$ cat src/rtl/tem_pkg.sv
// Shared types, widths and codes for the text extent measuring block.
// Used by every module of the block and by its checker; depends on nothing.
package tem_pkg;

    localparam int GLYPH_COUNT_DEF = 1024;

    localparam int SLOT_W        = 10;
    localparam int STEP_W        = 12;
    localparam int LINE_HEIGHT_W = 12;
    localparam int BYTE_W        = 8;
    localparam int DIM_W         = 16;
    localparam int CODE_W        = 21;
    localparam int OP_IDX_W      = 16;
    localparam int CFG_DATA_W    = 12;
    localparam int CFG_INDEX_W   = 1;

    localparam int QUEUE_DEPTH    = 4;
    localparam int FALLBACK_GLYPH = 63;

    localparam logic [BYTE_W-1:0] BYTE_LF = 8'h0A;
    localparam logic [BYTE_W-1:0] BYTE_CR = 8'h0D;

    localparam logic [DIM_W-1:0] DIM_MAX = '1;

    // Item function codes.
    localparam logic [1:0] FUNC_WRITE = 2'd0;
    localparam logic [1:0] FUNC_TEXT  = 2'd1;
    localparam logic [1:0] FUNC_END   = 2'd2;

    // Configuration register indexes.
    localparam logic [CFG_INDEX_W-1:0] CFG_LINE_HEIGHT = 1'd0;
    localparam logic [CFG_INDEX_W-1:0] CFG_FONT_LOADED = 1'd1;

    typedef enum logic [1:0] {
        OP_GLYPH   = 2'd0,
        OP_WRITE   = 2'd1,
        OP_NEWLINE = 2'd2,
        OP_FINISH  = 2'd3
    } op_kind_t;

    typedef struct packed {
        logic [1:0]        func;
        logic [SLOT_W-1:0] glyph_slot;
        logic [STEP_W-1:0] glyph_step;
        logic              glyph_present;
        logic [BYTE_W-1:0] text_byte;
    } item_t;

    typedef struct packed {
        logic [DIM_W-1:0] box_width;
        logic [DIM_W-1:0] box_height;
        logic             saturated;
    } result_t;

    typedef struct packed {
        logic              present;
        logic [STEP_W-1:0] step;
    } glyph_entry_t;

    typedef struct packed {
        op_kind_t            kind;
        logic [OP_IDX_W-1:0] idx;
        glyph_entry_t        entry;
    } op_t;

    typedef struct packed {
        logic [LINE_HEIGHT_W-1:0] line_height;
        logic                     font_loaded;
    } cfg_t;

    typedef struct packed {
        logic full;
        logic empty;
    } queue_status_t;

endpackage

$ cat src/rtl/tem_op_queue.sv
// Short operation queue between the decoding front end and the measuring back end.
// Depends on tem_pkg for the operation type and the queue depth.
module tem_op_queue (
    input  logic                   clk,
    input  logic                   rst_n,
    input  logic                   push,
    input  tem_pkg::op_t           push_op,
    input  logic                   pop,
    output tem_pkg::op_t           head_op,
    output tem_pkg::queue_status_t q_status
);
    import tem_pkg::*;

    localparam int PTR_W = $clog2(QUEUE_DEPTH);
    localparam int CNT_W = $clog2(QUEUE_DEPTH + 1);

    op_t              entries [QUEUE_DEPTH];
    logic [PTR_W-1:0] wr_ptr_reg;
    logic [PTR_W-1:0] rd_ptr_reg;
    logic [CNT_W-1:0] count_reg;

    assign head_op        = entries[rd_ptr_reg];
    assign q_status.full  = count_reg == CNT_W'(QUEUE_DEPTH);
    assign q_status.empty = count_reg == '0;

    always_ff @(posedge clk or negedge rst_n)
    begin
        if (!rst_n)
        begin
            wr_ptr_reg <= '0;
            rd_ptr_reg <= '0;
            count_reg  <= '0;
        end
        else
        begin
            if (push)
            begin
                wr_ptr_reg <= (wr_ptr_reg == PTR_W'(QUEUE_DEPTH - 1)) ? '0 : wr_ptr_reg + 1'b1;
            end
            if (pop)
            begin
                rd_ptr_reg <= (rd_ptr_reg == PTR_W'(QUEUE_DEPTH - 1)) ? '0 : rd_ptr_reg + 1'b1;
            end
            if (push && !pop)
            begin
                count_reg <= count_reg + 1'b1;
            end
            else if (pop && !push)
            begin
                count_reg <= count_reg - 1'b1;
            end
        end
    end

    always_ff @(posedge clk)
    begin
        if (push)
        begin
            entries[wr_ptr_reg] <= push_op;
        end
    end

endmodule

$ cat config.mk
export PLATFORM = sky130hd
export DESIGN_NAME = tem_op_queue
export DESIGN_NICKNAME = d
export VERILOG_FILES = /design/src/rtl/tem_pkg.sv /design/src/rtl/tem_op_queue.sv
export SDC_FILE = /design/constraint.sdc
export NUM_CORES = 1
export LEC_CHECK = 0
export ABC_AREA = 1
export BUFFER_PORTS_ARGS = -buffer_cell sky130_fd_sc_hd__buf_2
export CAP_MARGIN = 0
export CORE_ASPECT_RATIO = 1.25
export CORE_UTILIZATION = 50
export CTS_BUF_LIST = sky130_fd_sc_hd__clkbuf_4 sky130_fd_sc_hd__clkbuf_8 sky130_fd_sc_hd__clkbuf_16
export DETAILED_ROUTE_END_ITERATION = 6
export GPL_ROUTABILITY_DRIVEN = 0
export PLACE_DENSITY_LB_ADDON = 0.2
export SLEW_MARGIN = 5
export SYNTH_ARGS = -nofsm -noshare
export SYNTH_HDL_FRONTEND = slang
export SYNTH_SLANG_ARGS = --single-unit
$ cat constraint.sdc
create_clock -name clk -period 2.1 [get_ports clk]
set_input_delay 0.105 -clock clk [delete_from_list [all_inputs] [get_ports clk]]
set_output_delay 0.105 -clock clk [all_outputs]
set_load 0.05 [all_outputs]
Word-level counts from Yosys, hierarchy flattened
Memories as Yosys holds them, arrays and structs flattened.
Index checks and enable logic that the tools add are counted.
{"block": "word_totals", "ff_bits": 7, "mem_bits_rw": 124, "output_inout_bits": 33, "elab_cells": 23, "n_memories": 1}
{"block": "op_classes", "n_addsub": 4, "n_eq_ne": 3, "muxes": 6, "n_reduce_logical": 6}
{"name": "entries", "depth": 4, "word_bits": 31, "rd": 1, "rd_clocked_by_memory_dff": 0, "write_ports": 1, "line": "tem_op_queue.sv:17", "source": "op_t entries [QUEUE_DEPTH];"}
{"cell": "two-way mux 3 bit", "n": 2}
{"cell": "adder 2 x 1 -> 2 bit (second input constant)", "n": 2}
{"cell": "== test 2 bit (second input constant)", "n": 2}
{"cell": "two-way mux 2 bit", "n": 2}
{"cell": "adder 3 x 1 -> 3 bit (second input constant)", "n": 1}
{"cell": "== test 3 bit (second input constant)", "n": 1}
{"cell": "zero test 3 bit", "n": 1}
{"cell": "subtractor 3 x 1 -> 3 bit (second input constant)", "n": 1}
{"cell": "logical AND 1 bit", "n": 2}
{"cell": "zero test 1 bit", "n": 2}
{"cell": "two-way mux 1 bit", "n": 2}
{"cell": "nonzero test 2 bit", "n": 1}

Logic depth before layout (Yosys ltp)
Gate-level depths: netlist of the first run.
{"block": "logic_depth", "depth_word": 4, "mapped_depth": 9, "ltp_nobuf": 9}

Worst setup path after synthesis of the first run
No wires, ideal clock.
{"block": "synth_path", "path_kind": "register to register", "start": "register wr_ptr_reg[0]", "end": "memory entries[2][0] (netlist name), enable pin", "t_arrival_ps": 1275, "t_required_ps": 1714, "setup_slack_ps": 440, "stages_incl_launch_ff": 5, "n_path_buf": 0, "period_less_slack_ps": 1660, "path_cell_list": "dfrtp_1 -> inv_1 -> ha_1 -> nand2_1 -> inv_1"}
{"element": "start: declaration", "line": "tem_op_queue.sv:18", "source": "logic [PTR_W-1:0] wr_ptr_reg;"}
{"element": "start signal: assignment", "line": "tem_op_queue.sv:38", "source": "wr_ptr_reg <= (wr_ptr_reg == PTR_W'(QUEUE_DEPTH - 1)) ? '0 : wr_ptr_reg + 1'b1;"}
{"element": "end: declaration", "line": "tem_op_queue.sv:17"}
Straight into the memory's write port.

==> results.md, run 1 <==
Worst setup path:
- At the worst endpoint, the arrival time is 1.87 ns.
- The type of the setup path with the least slack is flip-flop to primary output.
- The origin of the critical flop-to-flop path is wr_ptr_reg[0].
- Together, buffers and inverters on the worst path number 3.
- STA classifies the critical path startpoint as a flip-flop.
- In this run the worst setup path begins at rd_ptr_reg[0].
- Of all nets on the critical path, the largest fanout is 29.
- On the worst path, the slowest cell contributes a delay of 0.42 ns.
- Traced cell by cell, the critical path runs through inv_4, buf_4, o211ai_1, nand2_1, buf_2.
- STA classifies the critical path endpoint as a primary output.
- The kind of cell adding the most delay to the critical path is buffers and inverters.
- The cell type of the slowest stage on the worst timing path is sky130_fd_sc_hd__dfrtp_1.
- At the worst endpoint, the required time is ~2.0 ns.

GRT:
- The overall track demand over capacity in global routing is 0.193.
- The pin count of the biggest net entering global routing is 37.
- The first global-routing pass estimated ~16,000 µm of wire.
- Summed over all layers, the global routing overflow is 0.
- The via count of the first global-routing pass is between 3,000 and 4,000.
- The number of antenna violations at the first check in global routing is 0.

Routing:
- The number of nets still failing antenna checks after routing is 0.
- The average routed wire per standard cell is 14.6 µm.
- The routed via count is 3,321.
- Dividing the detail-routed via count by the number of cells gives 4.96.
- In the routed design, unresolved DRC markers number 0.
- The detailed-routing iteration count for the pre-antenna-repair pass is 4.
- The starting DRC count in detailed routing is 130.
- Wires add up to 9770 µm.

Timing:
- The setup TNS after final layout is 0 ns.
- Based on the critical path, the design can be clocked at up to 505 MHz.
- Setup repair after global routing left no endpoint under its margin.
- The headroom to the max-slew limit is 0.724.
- After layout, the minimum clock period comes to a little under 2 ns.
- The count of endpoints failing hold in the final timing report is 0.
- Setup violations remaining at the end of the flow were counted as 0.
- The worst-margin pin slew is 0.414 ns.
- The post-route fraction of the period consumed by the critical path is 0.942.
- For the final database, setup skew stands at between 0.006 and 0.007 ns.
- The number of pins with negative max-slew slack in the final report is 0.

Synth:
- Of the synthesized area, sequential elements account for 0.721.
- The number of nets handed over by synthesis was between 400 and 500.
- In this run the mean area of a mapped cell was 13.1 µm².
- The Yosys step of the flow raised 0 warnings.
- The distinct cell type count after synthesis is 19.
- The cell area that synthesis handed to floorplanning was roughly 5400 µm².
- The post-synthesis register bit count is 131.
- The count of mapped cells out of synthesis is 413.

Power and ir drop:
- Summed over all cells, the static leakage comes to approximately 0.0029 µW.
- The worst ir drop on vdd is 0.740 mV.
- In this run the power density over the cells is 1540 nW/µm².

Clock tree:
- The worst-skew pair later-pin latency is 0.40 ns.
- The clock-pin slew on the worst setup and hold paths is roughly 0.05 ns.
- The clock sink count is 131.
- TritonCTS created 17 clock buffers.
- The longest clock path from root to sink contains 2 buffers.
- The number of instances resized during post-cts repair is 0.
- CTS placed an instance of sky130_fd_sc_hd__clkbuf_16 at the clock tree root.
- In this run the number of H-tree levels came out at 4.
- TritonCTS built the clock tree.

Layout:
- From synthesis to final layout, the design area changed by 27.1%.
- In the final layout, the share of cells above drive strength 1 is 0.232.
- The count of cells in the finished layout, fillers not included, comes to 670.
- The net count reported at finish is 567.
- Registers take 3900 µm².
- The area of the multi-input gates is 1090 µm².
- The layout has 803 filler cells.
- The number of antenna diodes in the final layout is 0.
- Leaving out fill and tap cells, the most frequent cells in the layout are sky130_fd_sc_hd__edfxtp_1, sky130_fd_sc_hd__nand2_1, sky130_fd_sc_hd__inv_1.
- The flip-flop count of the largest register, all copies and words added is 124.
- Leaving out fill and tap cells, the most frequent cell in the layout is sky130_fd_sc_hd__edfxtp_1.

Placement:
- Buffers placed on the I/O ports in this run total 67.
- After detailed placement, the design holds a cell count of roughly 600.
- Detailed placement finished with a half-perimeter wire length of approximately 6000 µm.

Floorplanning:
- Measured along the y axis, the die boundary spans 118 µm.
- After floorplanning, the core was divided into 42 placement rows.
- The boundary pin count is 68.
- The die outline width is 95.0 µm.
- The initial cell density of the core is 0.512.
- The die covers 11,200 µm².
- The core area is approximately 11,000 µm².

Run status:
- The run finished with clean final reports.

Min path:
- The path class of the tightest hold or removal check is primary input to flip-flop.
- The worst hold path begins at push.

Flow run:
- Max-cap violations in this run came to 0.
cell families (layout without fill, tap and decap cells):
| group | count (synthesis) | in the layout | share of synthesized area |
|---|---|---|---|
| and+or+nand+nor | 114 | 114 | 0.0803 |
| adders and majority gates | 7 | 7 | 0.0176 |
| AOI/OAI and AO/OA | 66 | 66 | 0.103 |
| buffers and inverters | 94 | 219 | 0.0770 |
| xor gates and xnor gates | 1 | 1 | 0.00162 |
| DFF | 131 | 131 | 0.721 |
metrics by stage:
step	utilization	area (µm²)	total power [µW]	hold slack, ns	worst slack [ns]
floorplan	-	5410	6640	-0.191	0.440
global placement	0.561	5930	7510	-0.0533	0.561
detailed placement	0.561	5930	7600	-0.0533	0.505
CTS	0.651	6880	10700	0.00253	0.0777
global route	0.651	6880	11100	0.0503	0.00628
finish	0.651	6880	10600	0.0130	0.122
routing by layer:
layer	track usage	share of wire
met1	0.231	0.42
met4	0.0777	0.020
met5	0	0
met2	0.325	0.53
met3	0.0528	0.033
Yosys cell counts:
master	instances	share of area
sky130_fd_sc_hd__o21ai_0	2	0.0019
sky130_fd_sc_hd__nor2_1	1	0.00069
sky130_fd_sc_hd__nand4_1	1	0.0012
sky130_fd_sc_hd__fa_1	1	0.0037
sky130_fd_sc_hd__xnor2_1	1	0.0016
sky130_fd_sc_hd__nand3_1	1	0.00092
sky130_fd_sc_hd__nor3_1	2	0.0019
sky130_fd_sc_hd__dfrtp_1	7	0.032
sky130_fd_sc_hd__o211ai_2	14	0.032
sky130_fd_sc_hd__inv_2	2	0.0014
sky130_fd_sc_hd__buf_6	6	0.012
sky130_fd_sc_hd__edfxtp_1	124	0.69
sky130_fd_sc_hd__buf_4	1	0.0014
sky130_fd_sc_hd__o211ai_1	48	0.067
sky130_fd_sc_hd__inv_1	73	0.051
sky130_fd_sc_hd__ha_1	6	0.014
sky130_fd_sc_hd__nand2_1	109	0.076
sky130_fd_sc_hd__o21ai_1	2	0.0019
sky130_fd_sc_hd__buf_2	12	0.011
worst paths after layout:
kind | slack [ns] | cells past startpoint | endpoint
worst min-delay path | 0.01 | 2 | wr_ptr_reg[0]
worst min register to register | 0.54 | 2 | count_reg[2]
worst max register to register | 0.52 | 5 | entries[2][21]
min in group asynchronous | 0.07 | 2 | count_reg[1]
max in group asynchronous | 1.88 | 2 | wr_ptr_reg[0]
worst max-delay path | 0.12 | 5 | head_op[6]
power breakdown:
| group | switching (µW) | leakage, µW | internal (µW) |
|---|---|---|---|
| sequential | 150 | 0.00122 | 3360 |
| combinational | 3000 | 0.00136 | 1040 |
| clock | 1030 | 0.000290 | 1970 |
| total | 4190 | 0.00287 | 6370 |
cell type report:
class	count	share of cell area
multi-input combinational	188	0.159
sequential	131	0.567
tap	132	0.0240
inverter	75	0.0413
clock inverter	15	0.0277
timing repair buffer	112	0.119
clock buffer	17	0.0619
timing repair:
action                    4_1_cts  5_1_grt
hold buffers                   33        0
buffers inserted                0        0
hold endpoints to repair      133        0
(Power assumes the default switching activity.)
==> run 2: changes to the inputs <==
--- a/config.mk
+++ b/config.mk
@@ -7,13 +7,14 @@
 export LEC_CHECK = 0
 export ABC_AREA = 1
 export BUFFER_PORTS_ARGS = -buffer_cell sky130_fd_sc_hd__buf_2
-export CAP_MARGIN = 0
+export CAP_MARGIN = 25
 export CORE_ASPECT_RATIO = 1.25
-export CORE_UTILIZATION = 50
+export CORE_UTILIZATION = 57
 export CTS_BUF_LIST = sky130_fd_sc_hd__clkbuf_4 sky130_fd_sc_hd__clkbuf_8 sky130_fd_sc_hd__clkbuf_16
 export DETAILED_ROUTE_END_ITERATION = 6
 export GPL_ROUTABILITY_DRIVEN = 0
 export PLACE_DENSITY_LB_ADDON = 0.2
+export SKIP_LAST_GASP = 1
 export SLEW_MARGIN = 5
 export SYNTH_ARGS = -nofsm -noshare
 export SYNTH_HDL_FRONTEND = slang
==> run 2 against run 1 <==
  * Combinational power about the same
  * Fmax increased by 0.35%
  * Power increased by 1.4%
  * Count of clock-buffer cells in the layout increased by 2
  * First-iteration DRC count increased by 45%
  * Via count increased by 1.6%
  * Cell count decreased by 1.2%
  * Clock power increased by 5%
  * Utilization increased by 10 points
  * Largest cell class unchanged
  * Largest power group unchanged
==> results.md, run 2 (synthesis gave the netlist of run 1 again) <==
Timing:
- The count of endpoints failing hold in the final timing report is 0 (unchanged).
- The final setup violation count is 0 (unchanged).
- The time the final worst path needs with I/O delays and setup is 1.97 ns (-0.00685 ns).
- The number of pins with negative max-slew slack in the final report was 0 (unchanged).
- The worst-margin pin slew is 0.429 ns (+0.0152 ns).
- The worst hold slack across all endpoints is 0.0205 ns (+0.00743 ns).
- Setup repair after global routing left no endpoint under its margin.
- The post-route fraction of the period consumed by the critical path is 0.939 (-0.00326).
- The headroom to the max-slew limit is 0.714 (-0.0104).
- The maximum clock frequency is 507 MHz (+0.35%).
- The worst-case clock skew was 0.00795 ns (+0.00180 ns).
- The setup TNS after final layout is 0 ns (unchanged).

Routing:
- The number of nets still failing antenna checks after routing came to 0 (unchanged).
- The residual DRC count was 0 (unchanged).
- The detailed-routing iteration count for the pre-antenna-repair pass is 4 (unchanged).
- The average routed wire per standard cell is 14.9 µm (+2.2%).
- The final wirelength is 9870 µm (+0.97%).
- The starting DRC count in detailed routing is 188 (+45%).
- The routed via count is 3,374 (+1.6%).
- The via count normalized by instance count is 5.10 (+2.8%).

Clock tree:
- The TritonCTS buffer count is 17 (unchanged).
- The clock sink count is 131 (unchanged).
- The clock-pin slew on the worst setup and hold paths is 0.05 ns (about the same).
- The setup fix buffers added after clock tree synthesis is 0 (unchanged).
- In this run the clock root is driven by a sky130_fd_sc_hd__clkbuf_16.
- The depth of the CTS H-tree was 4 (unchanged).
- The TritonCTS clock tree is built.
- The worst-skew pair later-pin latency is 0.41 ns (about the same).
- The maximum number of buffers from clock root to sink is 2 (unchanged).

Power and ir drop:
- The ratio of total power to cell area is 1550 nW/µm² (+1.1%).
- The cell leakage power was 0.00292 µW (+1.7%).
- The worst ir drop on vdd was 1.01 mV (+36%).

GRT:
- The via count of the first global-routing pass was 3,406 (+0.77%).
- The leftover overflow at the end of global routing is 0 (unchanged).
- The pin count of the biggest net entering global routing is 46 (+24%).
- The wire length of the first global-routing pass is 15,600 µm (-1.7%).
- The overall track demand over capacity in global routing is 0.220 (+0.0273).
- The number of antenna violations at the first check in global routing is 0 (unchanged).

Layout:
- The net count reported at finish is 568 (+0.18%).
- The fill cell total of the finished layout was 605 (-25%).
- The area growth from synthesis to layout is 27.5%.
- The antenna diode count is 0 (unchanged).
- The flip-flop count of the largest register, all copies and words added is 124 (unchanged).
- In the layout the commonest cells are sky130_fd_sc_hd__edfxtp_1, sky130_fd_sc_hd__nand2_1, sky130_fd_sc_hd__inv_1.
- The fraction of final layout cells sized beyond drive strength 1 is 0.236 (+0.00328).
- The most frequent standard cell in the layout excluding fill and tap cells is sky130_fd_sc_hd__edfxtp_1.

Worst setup path:
- The critical path goes through inv_4, buf_12, nand2_1, o211ai_1, nand2_1, buf_2.
- The data required time of the worst path came to 2.00 ns (about the same).
- The top fanout value on the critical path is 45 (+55%).
- The kind of cell adding the most delay to the critical path is buffers and inverters.
- The capturing element type of the critical path is a primary output.
- The arrival time of data at the critical path endpoint is 1.87 ns (about the same).
- The worst path buffer plus inverter count is 3 (unchanged).
- The highest cell delay on the worst timing path came to 0.43 ns (about the same).
- The critical path startpoint category is a flip-flop.
- On the critical path, the stage with the largest delay is an instance of sky130_fd_sc_hd__dfrtp_1.
- The critical path is of the flip-flop to primary output type.
- The most numerous cell on the critical path is sky130_fd_sc_hd__nand2_1.

Floorplanning:
- The core area was 9170 µm² (-13%).
- The count of standard-cell rows came to 39 (-7.1%).
- The initial cell density of the core is 0.590 (+0.0775).
- The die boundary height is 111 µm (-6.2%).
- The die outline width is 89.1 µm (-6.2%).
- The die outline area is 9890 µm² (-12%).
- The boundary pin count came to 68 (unchanged).

Flow run:
- The total of max-cap violations is 0 (unchanged).

Run status:
- The run finished with clean final reports.

Min path:
- The worst hold path belongs to the class primary input to flip-flop.

Placement:
- The count of buffers from port buffering is 67 (unchanged).
- The half-perimeter wire length of the detailed placement result is 5940 µm (-0.53%).
run 2: through the flow:
stage,total power [µW],std cells,area [µm²],utilization,setup WS (ns)
floorplan,6640,413,5410,-,0.440
global placement,7460,597,5910,0.645,0.495
detailed placement,7580,597,5910,0.645,0.438
CTS,10800,662,6890,0.751,0.0442
global route,11200,662,6900,0.752,0.00244
finish,10700,662,6900,0.752,0.128
run 2: per-layer routing:
metal / GRT usage / routed length [µm] / vias up
met5: 0 / 0 / -
li1: - / - / 1657
met2: 0.376 / 5390 / 101
met3: 0.0633 / 447 / 18
met4: 0.114 / 195 / 0
met1: 0.244 / 3840 / 1598
run 2: worst paths after layout:
path | from | to | slack, ns | cells past startpoint
max | rd_ptr_reg[0] | head_op[3] | 0.13 | 6
min | push | wr_ptr_reg[0] | 0.02 | 2
max reg2reg | wr_ptr_reg[0] | entries[2][21] | 0.43 | 5
min reg2reg | count_reg[2] | count_reg[2] | 0.51 | 2
max in group asynchronous | rst_n | count_reg[2] | 1.86 | 2
min in group asynchronous | rst_n | wr_ptr_reg[1] | 0.08 | 2
run 2: area by class of cell:
class	instances	area, µm²	area share
Clock buffer	19	440	0.0639
Clock inverter	13	208	0.0301
Inverter	75	284	0.0412
Multi-Input combinational cell	188	1090	0.159
Sequential cell	131	3900	0.565
Tap cell	123	154	0.0223
Timing Repair Buffer	113	817	0.118
run 2: repair_timing:
action / in CTS / in global routing
hold buffers: 33 / 0
endpoints found under the hold margin: 133 / 0
gates resized for setup: 0 / 1
endpoints found under the setup margin: 0 / 3
run 2: report_power, final:
group | total [µW] | switching, µW | internal (µW)
Clock | 3160 | 1030 | 2130
Combinational | 4040 | 2990 | 1050
Sequential | 3520 | 155 | 3360
==> run 3: changes to the inputs <==
--- a/config.mk
+++ b/config.mk
@@ -8,7 +8,6 @@
 export ABC_AREA = 1
 export BUFFER_PORTS_ARGS = -buffer_cell sky130_fd_sc_hd__buf_2
 export CAP_MARGIN = 25
-export CORE_ASPECT_RATIO = 1.25
 export CORE_UTILIZATION = 57
 export CTS_BUF_LIST = sky130_fd_sc_hd__clkbuf_4 sky130_fd_sc_hd__clkbuf_8 sky130_fd_sc_hd__clkbuf_16
 export DETAILED_ROUTE_END_ITERATION = 6
==> run 3 against run 2 <==
  * First-iteration DRC count fell by 8.0%
  * Fmax is 1.6% lower
  * Critical path depth is the same
  * Wire length about the same
  * Worst setup slack got worse by 0.033 ns
  * Via count is 1.1% lower
  * Power fell by 2.9%
  * Die area about the same
  * Flip-flop and latch count did not move
==> results.md, run 3 (synthesis gave the netlist of run 1 again) <==
GRT:
- The met1 track utilization from global routing is 0.262 (+0.0180).
- The overall track demand over capacity in global routing is 0.215 (-0.00512).
- After global routing, the most crowded layer is met2.
- The met3 capacity usage during global routing is 0.0478 (-0.0155).
- The met2 track demand over resource in global routing came to 0.366 (-0.00912).
- The pin count of the biggest net entering global routing is 46 (unchanged).
- The wire length of the first global-routing pass was 15,700 µm (+0.27%).
- The number of antenna violations at the first check in global routing is 0 (unchanged).
- The leftover overflow at the end of global routing is 0 (unchanged).
- The via count of the first global-routing pass was 3,289 (-3.4%).

Clock tree:
- The clock-pin slew on the worst setup and hold paths was 0.06 ns (about the same).
- In this run the clock root is driven by a sky130_fd_sc_hd__clkbuf_8.
- The maximum number of buffers from clock root to sink was 2 (unchanged).
- The clock sink count is 131 (unchanged).
- The worst-skew pair later-pin latency was 0.50 ns (+0.09 ns).
- The TritonCTS buffer count is 17 (unchanged).
- The setup fix buffers added after clock tree synthesis is 0 (unchanged).
- The depth of the CTS H-tree came to 4 (unchanged).
- The TritonCTS clock tree is built.

Layout:
- The library cells used most frequently in the layout, excluding fill and tap cells, are sky130_fd_sc_hd__edfxtp_1, sky130_fd_sc_hd__nand2_1, sky130_fd_sc_hd__inv_1.
- The fill cell total of the finished layout came to 606 (+0.17%).
- The fraction of the core area covered by cells at the end of the flow was 0.747 (-0.00483).
- The area of the multi-input gates came to 1090 µm² (unchanged).
- The fraction of final layout cells sized beyond drive strength 1 is 0.240 (+0.00423).
- Leaving out fill and tap cells, the most frequent cell in the layout is sky130_fd_sc_hd__edfxtp_1.
- The flip-flop count of the largest register, all copies and words added came to 124 (unchanged).
- The storage element area is 3900 µm² (about the same).
- The area growth from synthesis to layout is 27.0%.
- The net count reported at finish is 571 (+0.53%).
- The final design area excluding fillers was 6870 µm² (-0.40%).
- The antenna diode count is 0 (unchanged).

Placement:
- The post-detailed-placement cell area is 5940 µm² (+0.38%).
- The count of buffers from port buffering came to 67 (unchanged).
- The half-perimeter wire length of the detailed placement result is 5880 µm (-0.97%).
- The placement-stage worst setup slack is 0.569 ns (+0.131 ns).

Worst setup path:
- In this run the worst setup path begins at rd_ptr_reg[0].
- The setup slack of the most critical reg-to-reg path is 0.57 ns (+0.14 ns).
- STA classifies the critical path startpoint as a flip-flop.
- The number of cell instances on the worst register-to-register path is 5 (unchanged).
- The data required time of the worst path is 2.00 ns (about the same).
- The worst setup path is of the flip-flop to primary output kind.
- The startpoint identified for the worst register-to-register timing path is wr_ptr_reg[0].
- The last element of the critical path is head_op[9].
- The top fanout value on the critical path is 40 (-11%).
- The worst register-to-register path ends at entries[2][22].
- The worst setup path is captured at a primary output.
- The arrival time of data at the critical path endpoint is 1.90 ns (+0.03 ns).

Routing:
- The detailed-routing iteration count for the pre-antenna-repair pass is 4 (unchanged).
- The residual DRC count is 0 (unchanged).
- The routed via count is 3,337 (-1.1%).
- The average routed wire per standard cell is 15.1 µm (+1.3%).
- The final wirelength is 9860 µm (about the same).
- The starting DRC count in detailed routing was 173 (-8.0%).
- The number of nets still failing antenna checks after routing is 0 (unchanged).
- The via count normalized by instance count was 5.11 (+0.27%).

Min path:
- The min-delay analysis places its worst path in the category primary input to flip-flop.
- The worst hold path depth is 2 (unchanged).

Timing:
- The final setup slack of the worst path came to 0.0954 ns (-0.0329 ns).
- The setup TNS after final layout is 0 ns (unchanged).
- The headroom to the max-slew limit is 0.727 (+0.0139).
- The maximum clock frequency came to 499 MHz (-1.6%).
- The number of pins with negative max-slew slack in the final report is 0 (unchanged).
- The count of endpoints failing hold in the final timing report is 0 (unchanged).
- The worst-case clock skew is 0.00602 ns (-0.00193 ns).
- The worst hold slack across all endpoints is 0.342 ns (+0.322 ns).
- The time the final worst path needs with I/O delays and setup is 2.00 ns (+0.0329 ns).
- Setup repair after global routing left no endpoint under its margin.
- The worst-margin pin slew is 0.409 ns (-0.0204 ns).
- The final setup violation count is 0 (unchanged).
- The post-route fraction of the period consumed by the critical path came to 0.955 (+0.0157).

Power and ir drop:
- The ratio of total power to cell area is 1510 nW/µm² (-2.5%).
- The worst ir drop on vdd is 0.916 mV (-8.9%).
- The cell leakage power came to 0.00291 µW (-0.31%).

Floorplanning:
- The boundary pin count was 68 (unchanged).
- The die outline area came to 9880 µm² (about the same).
- The core area was 9200 µm² (+0.25%).
- The die outline width was 99.4 µm (+12%).
- The count of standard-cell rows is 35 (-10%).
- The die boundary height was 99.4 µm (-10%).
- The initial cell density of the core came to 0.588 (-0.00144).

Flow run:
- The total of max-cap violations is 0 (unchanged).

Run status:
- The run finished with clean final reports.
[run 3: changes by cell type in the layout (fill, tap and decap cells not counted), moves of 2 or more]
cell,before,now
sky130_fd_sc_hd__inv_6,1,5
sky130_fd_sc_hd__clkinv_2,1,4
sky130_fd_sc_hd__bufinv_16,5,2
sky130_fd_sc_hd__buf_4,8,6
sky130_fd_sc_hd__buf_12,4,7
sky130_fd_sc_hd__dlygate4sd3_1,33,35
[run 3: cell type report]
| cell class | instances | area share |
|---|---|---|
| repair inverters | 1 | 0.000729 |
| well taps | 111 | 0.0202 |
| multi-input cells | 188 | 0.159 |
| clock inverters | 14 | 0.0220 |
| clock buffers | 18 | 0.0614 |
| flip-flops and latches | 131 | 0.568 |
| inverters | 75 | 0.0417 |
| repair buffers | 115 | 0.127 |
[run 3: how the worst min path moves through the flow]
stage / end / slack [ns] / from
floorplan: count_reg[0] / -0.19 / rst_n
finish: entries[1][7] / 0.34 / push_op[7]
global route: entries[2][5] / 0.33 / push_op[5]
CTS: entries[0][7] / 0.31 / push_op[7]
detailed placement: rd_ptr_reg[1] / -0.05 / rst_n
global placement: rd_ptr_reg[1] / -0.05 / rst_n
[run 3: per-layer routing]
| layer | vias to the layer above | routed length [µm] |
|---|---|---|
| met5 | - | 0 |
| met4 | 0 | 187 |
| met3 | 18 | 308 |
| met2 | 71 | 5100 |
| met1 | 1581 | 4270 |
| li1 | 1667 | - |
[run 3: power by group]
part | switching [µW] | internal (µW) | total (µW)
clock | 1090 | 1710 | 2810
combinational | 2990 | 1080 | 4060
sequential | 166 | 3360 | 3530
total | 4240 | 6150 | 10400
[run 3: stage by stage]
| step | total power (µW) | instances |
|---|---|---|
| 2_1_floorplan | 6640 | 413 |
| 3_3_place_gp | 7510 | 585 |
| 3_5_place_dp | 7590 | 585 |
| 4_1_cts | 10500 | 652 |
| 5_1_grt | 10900 | 653 |
| 6_report | 10400 | 653 |
[run 3: critical path, stage by stage, from the launching register on]
cell                       delay [ns]
sky130_fd_sc_hd__dfrtp_2         0.45
sky130_fd_sc_hd__clkinv_4        0.17
sky130_fd_sc_hd__buf_12          0.21
sky130_fd_sc_hd__nand2_1         0.07
sky130_fd_sc_hd__o211ai_1        0.10
sky130_fd_sc_hd__nand2_1         0.11
sky130_fd_sc_hd__buf_2           0.26
[run 3: what timing repair did]
| action | 4_1_cts | 5_1_grt |
|---|---|---|
| setup endpoints to repair | 0 | 24 |
| hold buffers | 35 | 0 |
| endpoints found under the hold margin | 135 | 0 |
| gates resized for setup | 0 | 3 |
