File: src/rtl/tem_pkg.sv
// Shared types, widths and codes for the text extent measuring block.
// Used by every module of the block and by its checker; depends on nothing.
package tem_pkg;

    localparam int GLYPH_COUNT_DEF = 1024;

    localparam int SLOT_W        = 10;
    localparam int STEP_W        = 12;
    localparam int LINE_HEIGHT_W = 12;
    localparam int BYTE_W        = 8;
    localparam int DIM_W         = 16;
    localparam int CODE_W        = 21;
    localparam int OP_IDX_W      = 16;
    localparam int CFG_DATA_W    = 12;
    localparam int CFG_INDEX_W   = 1;

    localparam int QUEUE_DEPTH    = 4;
    localparam int FALLBACK_GLYPH = 63;

    localparam logic [BYTE_W-1:0] BYTE_LF = 8'h0A;
    localparam logic [BYTE_W-1:0] BYTE_CR = 8'h0D;

    localparam logic [DIM_W-1:0] DIM_MAX = '1;

    // Item function codes.
    localparam logic [1:0] FUNC_WRITE = 2'd0;
    localparam logic [1:0] FUNC_TEXT  = 2'd1;
    localparam logic [1:0] FUNC_END   = 2'd2;

    // Configuration register indexes.
    localparam logic [CFG_INDEX_W-1:0] CFG_LINE_HEIGHT = 1'd0;
    localparam logic [CFG_INDEX_W-1:0] CFG_FONT_LOADED = 1'd1;

    typedef enum logic [1:0] {
        OP_GLYPH   = 2'd0,
        OP_WRITE   = 2'd1,
        OP_NEWLINE = 2'd2,
        OP_FINISH  = 2'd3
    } op_kind_t;

    typedef struct packed {
        logic [1:0]        func;
        logic [SLOT_W-1:0] glyph_slot;
        logic [STEP_W-1:0] glyph_step;
        logic              glyph_present;
        logic [BYTE_W-1:0] text_byte;
    } item_t;

    typedef struct packed {
        logic [DIM_W-1:0] box_width;
        logic [DIM_W-1:0] box_height;
        logic             saturated;
    } result_t;

    typedef struct packed {
        logic              present;
        logic [STEP_W-1:0] step;
    } glyph_entry_t;

    typedef struct packed {
        op_kind_t            kind;
        logic [OP_IDX_W-1:0] idx;
        glyph_entry_t        entry;
    } op_t;

    typedef struct packed {
        logic [LINE_HEIGHT_W-1:0] line_height;
        logic                     font_loaded;
    } cfg_t;

    typedef struct packed {
        logic full;
        logic empty;
    } queue_status_t;

endpackage

File: src/rtl/tem_front.sv
// Front end: accepts items, decodes UTF-8 and turns each item into queue operations.
// Depends on tem_pkg; feeds tem_op_queue.
module tem_front #(
    parameter int GLYPH_COUNT = tem_pkg::GLYPH_COUNT_DEF
) (
    input  logic                   clk,
    input  logic                   rst_n,
    input  logic                   item_valid,
    output logic                   item_stall,
    input  tem_pkg::item_t         item,
    input  logic                   clearing,
    input  tem_pkg::queue_status_t q_status,
    output logic                   push,
    output tem_pkg::op_t           push_op
);
    import tem_pkg::*;

    localparam logic [CODE_W-1:0] CODE_MAX = CODE_W'(GLYPH_COUNT - 1);

    logic [3*BYTE_W-1:0] pend_bytes_reg;
    logic [3*BYTE_W-1:0] pend_bytes_next;
    logic [1:0]          pend_count_reg;
    logic [1:0]          pend_count_next;
    logic [1:0]          flush_left_reg;
    logic [1:0]          flush_left_next;
    logic                hold_valid_reg;
    logic                hold_valid_next;
    op_t                 hold_op_reg;
    op_t                 hold_op_next;

    logic                accept;
    logic                push_valid;
    logic                take_fresh;
    logic [BYTE_W-1:0]   lead;
    logic [BYTE_W-1:0]   byte1;
    logic [BYTE_W-1:0]   byte2;
    logic [BYTE_W-1:0]   cur;
    logic [1:0]          need;
    logic [CODE_W-1:0]   code;
    op_t                 zero_glyph;

    function automatic logic [1:0] extra_bytes(input logic [BYTE_W-1:0] b);
        logic [1:0] n;
        n = 2'd0;
        if (b >= 8'hC2 && b <= 8'hDF)
        begin
            n = 2'd1;
        end
        else if (b >= 8'hE0 && b <= 8'hEF)
        begin
            n = 2'd2;
        end
        else if (b >= 8'hF0 && b <= 8'hF4)
        begin
            n = 2'd3;
        end
        return n;
    endfunction

    function automatic logic cont_ok(input logic [BYTE_W-1:0] ld, input logic [1:0] pos,
                                     input logic [BYTE_W-1:0] b);
        logic [BYTE_W-1:0] lo;
        logic [BYTE_W-1:0] hi;
        lo = 8'h80;
        hi = 8'hBF;
        // The second byte after a few leads has a narrower range.
        if (pos == 2'd1)
        begin
            if (ld == 8'hE0)
            begin
                lo = 8'hA0;
            end
            else if (ld == 8'hED)
            begin
                hi = 8'h9F;
            end
            else if (ld == 8'hF0)
            begin
                lo = 8'h90;
            end
            else if (ld == 8'hF4)
            begin
                hi = 8'h8F;
            end
        end
        return (b >= lo) && (b <= hi);
    endfunction

    function automatic op_t glyph_op(input logic [CODE_W-1:0] c);
        op_t o;
        o.kind  = OP_GLYPH;
        o.idx   = OP_IDX_W'((c > CODE_MAX) ? CODE_MAX : c);
        o.entry = '0;
        return o;
    endfunction

    assign zero_glyph = glyph_op('0);
    assign lead       = pend_bytes_reg[BYTE_W-1:0];
    assign byte1      = pend_bytes_reg[2*BYTE_W-1:BYTE_W];
    assign byte2      = pend_bytes_reg[3*BYTE_W-1:2*BYTE_W];
    assign cur        = item.text_byte;
    assign need       = extra_bytes(lead);

    always_comb
    begin
        case (need)
            2'd1:    code = CODE_W'({lead[4:0], cur[5:0]});
            2'd2:    code = CODE_W'({lead[3:0], byte1[5:0], cur[5:0]});
            default: code = {lead[2:0], byte1[5:0], byte2[5:0], cur[5:0]};
        endcase
    end

    always_comb
    begin
        pend_bytes_next = pend_bytes_reg;
        pend_count_next = pend_count_reg;
        flush_left_next = '0;
        hold_valid_next = 1'b0;
        hold_op_next    = zero_glyph;
        take_fresh      = 1'b0;

        unique case (item.func)
            FUNC_WRITE:
            begin
                hold_valid_next       = 32'(item.glyph_slot) < 32'(GLYPH_COUNT);
                hold_op_next.kind     = OP_WRITE;
                hold_op_next.idx      = OP_IDX_W'(item.glyph_slot);
                hold_op_next.entry    = '{present: item.glyph_present, step: item.glyph_step};
            end
            FUNC_TEXT:
            begin
                if (pend_count_reg == 2'd0)
                begin
                    take_fresh = 1'b1;
                end
                else if (!cont_ok(lead, pend_count_reg, cur))
                begin
                    // Broken sequence: every pending byte counts as glyph 0, then the
                    // offending byte is decoded afresh.
                    flush_left_next = pend_count_reg;
                    pend_count_next = 2'd0;
                    take_fresh      = 1'b1;
                end
                else if (pend_count_reg == need)
                begin
                    hold_valid_next = 1'b1;
                    hold_op_next    = glyph_op(code);
                    pend_count_next = 2'd0;
                end
                else
                begin
                    if (pend_count_reg == 2'd1)
                    begin
                        pend_bytes_next[2*BYTE_W-1:BYTE_W] = cur;
                    end
                    else
                    begin
                        pend_bytes_next[3*BYTE_W-1:2*BYTE_W] = cur;
                    end
                    pend_count_next = pend_count_reg + 2'd1;
                end
            end
            FUNC_END:
            begin
                flush_left_next   = pend_count_reg;
                pend_count_next   = 2'd0;
                hold_valid_next   = 1'b1;
                hold_op_next.kind = OP_FINISH;
            end
            default:
            begin
                hold_valid_next = 1'b0;
            end
        endcase

        if (take_fresh)
        begin
            if (cur == BYTE_LF)
            begin
                hold_valid_next   = 1'b1;
                hold_op_next.kind = OP_NEWLINE;
            end
            else if (cur == BYTE_CR)
            begin
                hold_valid_next = 1'b0;
            end
            else if (cur < 8'h80)
            begin
                hold_valid_next = 1'b1;
                hold_op_next    = glyph_op(CODE_W'(cur));
            end
            else if (extra_bytes(cur) != 2'd0)
            begin
                pend_bytes_next = 24'(cur);
                pend_count_next = 2'd1;
            end
            else
            begin
                hold_valid_next = 1'b1;
                hold_op_next    = zero_glyph;
            end
        end
    end

    assign push_valid = (flush_left_reg != 2'd0) || hold_valid_reg;
    assign push       = push_valid && !q_status.full;
    assign push_op    = (flush_left_reg != 2'd0) ? zero_glyph : hold_op_reg;
    assign item_stall = clearing || (flush_left_reg != 2'd0) ||
                        (hold_valid_reg && q_status.full);
    assign accept     = item_valid && !item_stall;

    always_ff @(posedge clk or negedge rst_n)
    begin
        if (!rst_n)
        begin
            pend_count_reg <= '0;
            flush_left_reg <= '0;
            hold_valid_reg <= 1'b0;
        end
        else if (accept)
        begin
            pend_count_reg <= pend_count_next;
            flush_left_reg <= flush_left_next;
            hold_valid_reg <= hold_valid_next;
        end
        else if (push)
        begin
            if (flush_left_reg != 2'd0)
            begin
                flush_left_reg <= flush_left_reg - 2'd1;
            end
            else
            begin
                hold_valid_reg <= 1'b0;
            end
        end
    end

    always_ff @(posedge clk)
    begin
        if (accept)
        begin
            pend_bytes_reg <= pend_bytes_next;
            hold_op_reg    <= hold_op_next;
        end
    end

endmodule

File: config.mk
export PLATFORM = sky130hd
export DESIGN_NAME = tem_front
export DESIGN_NICKNAME = d
export VERILOG_FILES = /design/src/rtl/tem_pkg.sv /design/src/rtl/tem_front.sv
export SDC_FILE = /design/constraint.sdc
export NUM_CORES = 1
export LEC_CHECK = 0
export BUFFER_PORTS_ARGS = -buffer_cell sky130_fd_sc_hd__buf_2
export CAP_MARGIN = 20
export CORE_MARGIN = 2
export CORE_UTILIZATION = 40
export DETAILED_ROUTE_END_ITERATION = 10
export PLACE_DENSITY_LB_ADDON = 0.05
export SYNTH_ARGS = -nofsm -noshare
export SYNTH_HDL_FRONTEND = slang
export SYNTH_SLANG_ARGS = --single-unit
File: constraint.sdc
create_clock -name clk -period 5.15 [get_ports clk]
set_clock_uncertainty 0.05 [all_clocks]
set_input_delay 0 -clock clk [delete_from_list [all_inputs] [get_ports clk]]
set_output_delay 0 -clock clk [all_outputs]
set_load 0.02 [all_outputs]
After elaboration in Yosys (flattened, before gate mapping)
Cells that the tools add are included.
{ "classes": {"bitwise": 3, "n_reduce_logical": 25, "eq_ne": 13, "mux": 78, "magnitude_cmp": 16, "addsub": 2} }
{ "ops": {"columns": ["cell", "n"], "rows": [
  ["$mux W31", 5],
  ["$mux W24", 5],
  ["$mux W29", 4],
  ["$mux W16", 5],
  ["$pmux W29 S2", 1],
  ["$ge A8 B8 Y1 const B", 6],
  ["$le A8 B8 Y1 const B", 6],
  ["$mux W2", 24],
  ["$mux W8", 6],
  ["$mux W6", 7],
  ["$pmux W21 S2", 1],
  ["$eq A8 B8 Y1 const B", 4],
  ["$gt A21 B10 Y1 const B", 1],
  ["$eq A8 B4 Y1 const B", 2],
  ["$mux W1", 14],
  ["$logic_and A1 B1 Y1", 10],
  ["$mux W5", 2],
  ["$ge A8 B8 Y1", 1],
  ["$le A8 B8 Y1", 1],
  ["$lt A8 B8 Y1 const B", 1],
  ["$pmux W2 S2", 2],
  ["$reduce_bool A2 Y1", 4],
  ["$eq A2 B1 Y1 const B", 3],
  ["$pmux W2 S3", 1],
  ["other kinds (13)", 21]
]} }
{ "word_totals": {"register_bits": 60, "inputBits": 39} }

Depth between registers and ports, before layout
Gate-level depths: netlist (run 1).
{ "logic_depth": {"depth_word": 21, "ltp_mapped": 13, "ltp_nobuf": 12} }

Worst setup path after synthesis (run 1)
No wires, ideal clock.
{ "synth_path": {"path_type": "reg-to-reg", "start": "register flush_left_reg[0]", "end": "register pend_count_reg[0]", "t_required_ps": 4970, "path_buffers": 0, "slack_ps": 1272, "setup_time_ps": 130, "arrival_time_ps": 3698, "stages_incl_launch_ff": 8, "cell_sequence": "dfrtp_1 inv_1 ha_1 nand3b_1 nor2_1 nand2_1 o32ai_1 a31oi_1"} }
{ "synth_between": {"elab_chain_cells": 5} }
{ "synth_lines": {"columns": ["item", "line", "rtl"], "rows": [
  ["from (decl)", "tem_front.sv:24", "logic [1:0] flush_left_reg;"],
  ["from (signal assigned)", "tem_front.sv:223", "flush_left_reg <= flush_left_next;"],
  ["from (signal assigned)", "tem_front.sv:230", "flush_left_reg <= flush_left_reg - 2'd1;"],
  ["$reduce_bool A2 Y1", "tem_front.sv:208", "assign item_stall = clearing || (flush_left_reg != 2'd0) ||"],
  ["$logic_or A1 B1 Y1 (2 in a row)", "tem_front.sv:208", null],
  ["net item_stall", "tem_front.sv:9", "output logic item_stall,"],
  ["$logic_not A1 Y1", "tem_front.sv:210", "assign accept = item_valid && !item_stall;"],
  ["$logic_and A1 B1 Y1", "tem_front.sv:210", null],
  ["net accept", "tem_front.sv:31", "logic accept;"],
  ["to (signal assigned)", "tem_front.sv:222", "pend_count_reg <= pend_count_next;"],
  ["to (decl)", "tem_front.sv:22", "logic [1:0] pend_count_reg;"]
]} }
The timed path passes the listed nets, and every way through them passes these cells.
A chain may end at the register's enable or synchronous reset.

Worst setup path after layout (run 1)
{ "layout_path": {"start": "register pend_count_reg[1]", "end": "register pend_bytes_reg[9] (data pin)"} }
{ "layout_between": {"elab_chain_cells": 14} }
{ "layout_lines": {"columns": ["item", "line", "rtl"], "rows": [
  ["$eq A2 B1 Y1", "tem_front.sv:67, tem_front.sv:152", null],
  ["$mux W6", "tem_front.sv:67", "if (pos == 2'd1)"],
  ["$mux W8", "tem_front.sv:132", "if (pend_count_reg == 2'd0)"],
  ["$mux W8", "tem_front.sv:122", "unique case (item.func)"],
  ["$ge A8 B8 Y1 or $le A8 B8 Y1 (tied branches)", "tem_front.sv:86", "return (b >= lo) && (b <= hi);"],
  ["$logic_and A1 B1 Y1", "tem_front.sv:86", null],
  ["$mux W16", "tem_front.sv:136", "else if (!cont_ok(lead, pend_count_reg, cur))"],
  ["$mux W16", "tem_front.sv:132", null],
  ["$mux W16", "tem_front.sv:122", null],
  ["$mux W24", "tem_front.sv:192", "else if (extra_bytes(cur) != 2'd0)"],
  ["$mux W24", "tem_front.sv:187", "else if (cur < 8'h80)"],
  ["$mux W24", "tem_front.sv:183", "else if (cur == BYTE_CR)"],
  ["$mux W24", "tem_front.sv:178", "if (cur == BYTE_LF)"],
  ["$mux W24 (*)", "tem_front.sv:176", "if (take_fresh)"],
  ["net pend_bytes_next[9]", "tem_front.sv:21", "logic [3*BYTE_W-1:0] pend_bytes_next;"],
  ["to (signal assigned)", "tem_front.sv:243", "pend_bytes_reg <= pend_bytes_next;"],
  ["to (decl)", "tem_front.sv:20", "logic [3*BYTE_W-1:0] pend_bytes_reg;"]
]} }
The timed path passes the listed nets; every way through them passes the cells marked *. The select of a mux whose other input is x is not followed.

==> reports/metrics.csv, run 1 <==
metric;value;unit
core box area;7810;um2
# DRC;0;
Wirelength per Cell;15.5;um
Tot GR Track Use;18.8;%
share of layout cells above drive strength 1;21.7;%
Final Cycle Share;73.3;%
clock sinks;56;
crit path kind;flop to flop;
Synth area leaders;edfxtp_1 47%, and2_1 8.5%, ha_1 4.6%, dfrtp_1 3.9%, nand2_1 2.8%;
RSZ-0062 raised after global routing;false;
CP Max Fanout;8;
first-pass GRT wire length;12.9;mm
synth cell count leaders;51 x edfxtp_1, 44 x and2_1, 24 x nand2_1;
crit-path cells;inv_1 > ha_1 > nand2_1 > nor3_1 > nand2_1 > ha_1 > nor4bb_1 > a211oi_1 > nor3_1 > and2_0 > nand2_1 > a31o_2;
final max-slew violation count;0;
chip width;94.1;um
WP data arrival;3.80;ns
clk_lat worst skew;0.30;ns
maxcap violations;0;
Seq/Total Area, Yosys;51.1;%
H-Tree Depth;2;
FP Rows;32;
post-route ant nets;0;
initial antenna violation count;0;
DR iter-0 viols;145;
CTS clk-pin slew, worst paths;0.10;ns
cell repeated most along the worst path;nand2_1;
Setup TNS Final;0;ns
PwrDens;321;nW/um2
Yosys cell types;61;
top-count cell post-synth;edfxtp_1;
Max Clk Rate;265;MHz
CP startpoint kind;flop;
vias in the first global route;2545;
clk buf depth;2;
WL final;8.00;mm
antenna diode count;0;
Rel. slew slack;39.0;%
via count;2730;
Yosys warning total;0;
Worst path slowest cell;nor3_1;
Cell Area, Synth;3240;um2
CTS tree;built;
Overflow after GRT;0;
CTS root buf;clkbuf_8;
DIE AREA;8850;um2
worst hold margin;0.0177;ns
Mean Syn Cell Area;10.4;um2
PortBufs;70;
RePlAce Congestion;0.876;
Max stage delay on crit path;0.77;ns
Setup Fix Bufs, Post-CTS;0;
I/O pin total;72;
cell taking the most area after synthesis;edfxtp_1;
largest net degree at the start of global routing;35;
CP required;5.17;ns
Top FF cell, synth;edfxtp_1;
filler instances;751;
Starting Density;41.6;%
Synth Register Bits;56;
Post-CTS Resized;0;
nature of the critical path endpoint;flop;
Final HPWL DP;5.76;mm
R2R setup slack;1.37;ns
worst hold path type;primary input to flop;
maximum VDD drop;0.156;mV
Area growth syn-to-layout;27.1;%
drt first pass iters;4;
cts bufs inserted;5;
EDFF count, synth;51;
outcome;finished clean;
die height;94.1;um
Finish-stage setup viols;0;
Pleak;1.60;nW
cells after synthesis;311;
vias per cell;5.28;
post-synth top area share;47.2;%
Worst-Margin Slew;0.908;ns
Async SR Flop Fraction;8.93;%
crit path time final;3.78;ns
Final Hold Fails;0;
Layout Nets;465;
Largest register FFs;31;
==> path summary, 6_finish.rpt <==
path,end,startpoint,cells after the start
worst max-delay path,pend_bytes_reg[9],pend_count_reg[1],12
worst min-delay path,pend_bytes_reg[1],item[1],1
worst max register to register,pend_bytes_reg[9],pend_count_reg[1],12
worst min register to register,hold_valid_reg,hold_valid_reg,2
max in group asynchronous,flush_left_reg[0],rst_n,3
min in group asynchronous,flush_left_reg[1],rst_n,3
==> area by class of cell <==
type	count	area (um2)	share of cell area, %
sequential	56	1660	40.2
multi-input combinational	232	1490	36.2
timing repair buffer	104	683	16.6
tap	102	128	3.09
clock buffer	5	68.8	1.67
inverter	15	56.3	1.37
clock inverter	3	37.5	0.910
==> metrics by stage <==
stage / cell area (um2) / power (mW) / setup WS [ns] / utilization, % / instances
after floorplan: 3260 / 0.893 / 1.27 / - / 316
after global placement: 3710 / 1.03 / 1.50 / 47.5 / 478
after detailed placement: 3710 / 1.04 / 1.44 / 47.5 / 478
after CTS: 4120 / 1.34 / 1.42 / 52.8 / 517
after global routing: 4120 / 1.40 / 1.11 / 52.8 / 517
final: 4120 / 1.32 / 1.37 / 52.8 / 517
==> worst max-delay path, delay by kind of cell (launching register included) <==
family / cells / cell delay [ns]
AOI/OAI and AO/OA: 2 / 0.44
adders and majority gates: 2 / 0.59
buffers and inverters: 1 / 0.14
DFF: 1 / 0.43
and+or+nand+nor: 7 / 1.88
==> timing repair <==
item,in CTS,in global routing
endpoints found under the hold margin,34,0
endpoints found under the setup margin,0,0
hold buffers,31,0
==> cells in the final DEF (no fill, tap or decap), drive strengths merged, types with 3 or more instances in the layout <==
| cell | Yosys | final |
|---|---|---|
| buf | 5 | 73 |
| edfxtp | 51 | 51 |
| and2 | 46 | 46 |
| dlygate4sd3 | 0 | 31 |
| nand2 | 24 | 24 |
| o21ai | 24 | 24 |
| nand3 | 16 | 16 |
| nor2 | 16 | 16 |
| a21oi | 16 | 16 |
| inv | 15 | 15 |
| ha | 12 | 12 |
| nor3 | 8 | 8 |
| conb | 1 | 6 |
| clkbuf | 8 | 5 |
| dfrtp | 5 | 5 |
| nand4 | 4 | 4 |
| nor4 | 4 | 4 |
| a222oi | 4 | 4 |
| and3 | 3 | 3 |
| a22o | 3 | 3 |
| o32ai | 3 | 3 |
| or3 | 3 | 3 |
==> cells by family (layout without fill, tap and decap cells) <==
kind of cell / Yosys count / count (layout) / share of synthesized area [%]
flip-flops: 56 / 56 / 51.1
XOR/XNOR: 2 / 2 / 0.540
other: 1 / 6 / 0.116
AND/OR/NAND/NOR: 140 / 140 / 24.2
buffers and inverters: 28 / 127 / 3.70
adder cells (fa/ha/maj): 12 / 12 / 4.63
multiplexers: 1 / 1 / 0.347
AO/OA/AOI/OAI: 71 / 71 / 15.4
==> report_power, final <==
part | total [mW] | switching (mW) | internal, mW
Combinational | 0.468 | 0.292 | 0.176
Clock | 0.282 | 0.140 | 0.142
Sequential | 0.573 | 0.0186 | 0.554
==> per-layer routing <==
layer	GRT usage, %	wire length, um
met1	26.5	3630
met2	30.2	3850
met3	2.49	458
met4	6.04	58
met5	0	0
(Power assumes the default switching activity.)
==> run 2: changes to the inputs <==
==> constraint.sdc (replaced) <==
create_clock -name clk -period 3.87 [get_ports clk]
set_clock_uncertainty 0.05 [all_clocks]
set_input_delay 0 -clock clk [delete_from_list [all_inputs] [get_ports clk]]
set_output_delay 0 -clock clk [all_outputs]
set_load 0.02 [all_outputs]
==> run 2 against run 1 <==
Sequential power up 33%; via count up 1.0%; design area up 1.2%; register-to-register slack worse by 0.89 ns; clock power up 16%; non-clock buffer count up 8; clock-buffer cell count up 1; critical path type unchanged; largest cell class unchanged.
==> reports/metrics.csv, run 2 (same netlist as run 1, synthesis figures left out) <==
metric;value;unit
outcome;finished clean;
RSZ-0062 raised after global routing;false;
maxcap violations;0;
first-pass GRT wire length;13.2;mm
largest net degree at the start of global routing;34;
WP data arrival;3.38;ns
cell repeated most along the worst path;nand2_1;
Max Clk Rate;295;MHz
Finish-stage setup viols;0;
share of layout cells above drive strength 1;23.2;%
met1 Usage GRT;25.2;%
chip width;94.1;um
maximum VDD drop;0.210;mV
initial antenna violation count;0;
Layout Nets;473;
Pleak;1.64;nW
Global Route met3 Usage;3.45;%
most common cell after layout, fill and taps aside;buf_2;
I/O pin total;72;
via count;2758;
crit path time final;3.39;ns
reg2reg start;pend_count_reg[1];
DR iter-0 viols;187;
pre-CTS setup slack;0.476;ns
CTS root buf;clkbuf_8;
vias per cell;5.25;
Wirelength per Cell;15.6;um
crit-path cells;inv_1 > ha_1 > nand2_1 > nor3_1 > nand2_1 > ha_1 > nor4bb_1 > a211oi_1 > o31ai_1 > o41a_1 > buf_4 > nand2_1 > o311ai_0;
Rel. slew slack;39.9;%
clk buf depth;2;
most used routing layer;met2;
Final Cycle Share;87.6;%
Tot GR Track Use;19.3;%
final max-slew violation count;0;
worst reg2reg path endpoint;hold_op_reg[19];
Starting Density;41.6;%
PortBufs;70;
Area growth syn-to-layout;28.7;%
hold path depth;1;
nature of the critical path endpoint;flop;
Final HPWL DP;5.89;mm
worst setup margin;0.481;ns
Setup TNS Final;0;ns
FP Rows;32;
CP Max Fanout;20;
clock sinks;56;
Largest register FFs;31;
RePlAce Congestion;0.887;
CTS clk-pin slew, worst paths;0.09;ns
vias in the first global route;2682;
hold-critical path endpoint;pend_bytes_reg[1];
CP startpoint kind;flop;
post-route ant nets;0;
DIE AREA;8850;um2
crit path kind;flop to flop;
Inst Count DP;484;
Overflow after GRT;0;
# DRC;0;
Finished Cell Area;4180;um2
commonest non-fill, non-tap cells in the layout;70 x buf_2, 51 x edfxtp_1, 44 x and2_1, 33 x dlygate4sd3_1, 24 x nand2_1;
M2 GR Usage;33.0;%
cell area after placement;3750;um2
Max stage delay on crit path;0.48;ns
PwrDens;412;nW/um2
Hold Crit Start;item[1];
worst hold path type;primary input to flop;
R2R setup slack;0.48;ns
cts bufs inserted;5;
Final Non-Filler Cells;525;
H-Tree Depth;2;
Worst-Margin Slew;0.901;ns
drt first pass iters;4;
WL final;8.21;mm
clk_lat worst skew;0.30;ns
CP required;3.86;ns
Final Hold Fails;0;
cells on worst reg2reg path;13;
Setup Fix Bufs, Post-CTS;0;
CTS tree;built;
Worst path slowest cell;o41a_1;
die height;94.1;um
antenna diode count;0;
core box area;7810;um2
## run 2: cell type report
| type | count | area (um2) |
|---|---|---|
| multi-input combinational | 232 | 1490 |
| clock buffer | 6 | 82.6 |
| clock inverter | 2 | 10.0 |
| tap | 102 | 128 |
| fill | 741 | 3630 |
| inverter | 15 | 56.3 |
| timing repair buffer | 112 | 748 |
| sequential | 56 | 1660 |
## run 2: critical path, delay by kind of cell, from the launching register on
kind | cells | cell delay [ns]
compound gates | 4 | 1.26
fa+ha+maj | 2 | 0.48
buf+inv | 2 | 0.37
flops | 1 | 0.41
simple gates | 5 | 0.55
## run 2: layer usage
metal	share of wire, %	vias up
li1	-	1364
met1	45	1300
met2	49	84
met3	4.6	10
met4	1.2	0
met5	0	-
## run 2: how the worst max path moves through the flow
stage                           start              end  slack, ns  cells past startpoint
detailed placement  pend_count_reg[1]  hold_op_reg[19]       0.48                     12
CTS                 pend_count_reg[1]  hold_op_reg[19]       0.46                     12
global route        pend_count_reg[1]  hold_op_reg[19]       0.13                     13
floorplan           pend_count_reg[1]  hold_op_reg[19]       0.84                     12
finish              pend_count_reg[1]  hold_op_reg[19]       0.48                     13
global placement    pend_count_reg[1]  hold_op_reg[19]       0.55                     12
## run 2: stage by stage
step | hold WS, ns | utilization [%] | power (mW)
after floorplan | -0.346 | - | 1.19
after global placement | -0.227 | 48.1 | 1.38
after detailed placement | -0.226 | 48.1 | 1.39
after CTS | 0.000829 | 53.3 | 1.74
after global routing | 0.0107 | 53.5 | 1.83
final | 0.0226 | 53.5 | 1.72
## run 2: power by group
| group | total, mW | switching, mW | internal, mW | leakage (nW) |
|---|---|---|---|---|
| Combinational | 0.632 | 0.390 | 0.241 | 1.06 |
| Clock | 0.328 | 0.185 | 0.143 | 0.0510 |
| Sequential | 0.761 | 0.0238 | 0.737 | 0.532 |
## run 2: what timing repair did
action | in CTS | in global routing
resized for setup | 0 | 0
hold endpoints to repair | 35 | 1
hold buffers | 32 | 1
==> run 3: changes to the inputs <==
==> constraint.sdc (replaced) <==
create_clock -name clk -period 3.8 [get_ports clk]
set_clock_uncertainty 0.05 [all_clocks]
set_input_delay 0 -clock clk [delete_from_list [all_inputs] [get_ports clk]]
set_output_delay 0 -clock clk [all_outputs]
set_load 0.005 [all_outputs]
==> run 3 against run 2 <==
Global-route usage decreased by 0.72 points; critical path depth fell by 1; sequential power is 2% higher; utilization rose by 0.19 points; register-to-register slack worse by 0.04 ns; critical endpoint unchanged; setup slack got worse by 0.040 ns; largest cell class unchanged.
==> reports/metrics.csv, run 3 (same netlist as run 1, synthesis figures left out) <==
metric;value;unit
outcome;finished clean;
pre-CTS setup slack;0.433;ns
worst hold path type;primary input to flop;
FP Rows;32;
WP data arrival;3.35;ns
CTS root buf;clkbuf_8;
Hold Crit Start;item[4];
initial antenna violation count;0;
crit path time final;3.36;ns
Pleak;1.65;nW
largest net degree at the start of global routing;35;
commonest non-fill, non-tap cells in the layout;70 x buf_2, 51 x edfxtp_1, 44 x and2_1, 33 x dlygate4sd3_1, 24 x nand2_1;
Tot GR Track Use;18.6;%
CP required;3.79;ns
nature of the critical path endpoint;flop;
cts bufs inserted;5;
most common cell after layout, fill and taps aside;buf_2;
PortBufs;70;
post-route ant nets;0;
PwrDens;394;nW/um2
filler instances;730;
# DRC;0;
antenna diode count;0;
Finish-stage setup viols;0;
via count;2721;
DR iter-0 viols;125;
crit-path cells;inv_1 > ha_1 > nand2_1 > nor4_1 > ha_1 > nor4bb_1 > a211oi_1 > o31ai_1 > o41a_1 > buf_4 > nand2_1 > o311ai_0;
Starting Density;41.6;%
hold buffers post-CTS;33;
final max-slew violation count;0;
maxcap violations;0;
power consumption;1.65;mW
Final Cycle Share;88.4;%
CTS clk-pin slew, worst paths;0.10;ns
Setup Fix Bufs, Post-CTS;0;
CP Max Fanout;20;
Layout Nets;474;
Largest delay share family, worst path;compound AO/OA/AOI/OAI gates;
Area growth syn-to-layout;29.2;%
vias per cell;5.17;
Overflow after GRT;0;
Setup TNS Final;0;ns
core box area;7810;um2
worst setup margin;0.441;ns
die height;94.1;um
clock sinks;56;
clk_lat worst skew;0.31;ns
WL final;7.96;mm
RePlAce Congestion;0.876;
CP startpoint;pend_count_reg[1];
chip width;94.1;um
CP startpoint kind;flop;
Final Hold Fails;0;
reg2reg start;pend_count_reg[1];
Largest register FFs;31;
vias in the first global route;2541;
Wirelength per Cell;15.1;um
clk buf depth;2;
CTS tree;built;
drt first pass iters;5;
RSZ-0062 raised after global routing;false;
Worst path slowest cell;o41a_1;
crit path kind;flop to flop;
Post-CTS Resized;0;
Worst Path Buf+Inv;2;
Max stage delay on crit path;0.46;ns
first-pass GRT wire length;12.6;mm
Rel. slew slack;43.2;%
Final HPWL DP;5.77;mm
Worst-Margin Slew;0.853;ns
Max Clk Rate;298;MHz
DIE AREA;8850;um2
H-Tree Depth;2;
maximum VDD drop;0.161;mV
I/O pin total;72;
share of layout cells above drive strength 1;23.1;%
==> run 3: through the flow <==
stage                     util, %  cells  hold slack [ns]  cell area [um2]
after floorplan                 -    316           -0.346             3260
final                        53.7    526           0.0128             4190
after detailed placement     48.2    485           -0.221             3760
after global placement       48.2    485           -0.222             3760
after global routing         53.7    526         0.000911             4190
after CTS                    53.7    526          0.00110             4190
==> run 3: routing by layer <==
layer,up-vias,wire (um),global-route usage [%]
li1,1368,-,-
met1,1260,3600,24.4
met2,83,3780,30.7
met3,10,459,4.01
met4,0,124,5.80
met5,-,0,0
==> run 3: where the power goes <==
part           total (mW)  internal (mW)  switching (mW)
Clock               0.356          0.167           0.189
Sequential          0.774          0.750          0.0231
Combinational       0.522          0.243           0.279
==> run 3: worst register-to-register path: cells and delay by family, from the launching register on <==
family	cells	cell delay, ns
AO/OA/AOI/OAI	4	1.23
AND/OR/NAND/NOR	4	0.55
adder cells (fa/ha/maj)	2	0.48
flip-flops	1	0.41
buffers and inverters	2	0.37
==> run 3: layout make-up <==
cell class | instances | area, um2 | share of cell area [%]
Tap cell | 102 | 128 | 3.05
Multi-Input combinational cell | 232 | 1490 | 35.7
Clock buffer | 8 | 100 | 2.39
Inverter | 15 | 56.3 | 1.34
Sequential cell | 56 | 1660 | 39.5
Timing Repair Buffer | 113 | 756 | 18.0
==> run 3: final timing paths <==
check,to,slack (ns),cells after the start
setup / recovery,hold_op_reg[19],0.44,12
hold / removal,pend_bytes_reg[4],0.01,1
setup reg to reg,hold_op_reg[19],0.44,12
hold reg to reg,pend_count_reg[1],0.51,2
max in group asynchronous,pend_count_reg[1],2.95,3
min in group asynchronous,flush_left_reg[1],0.55,3
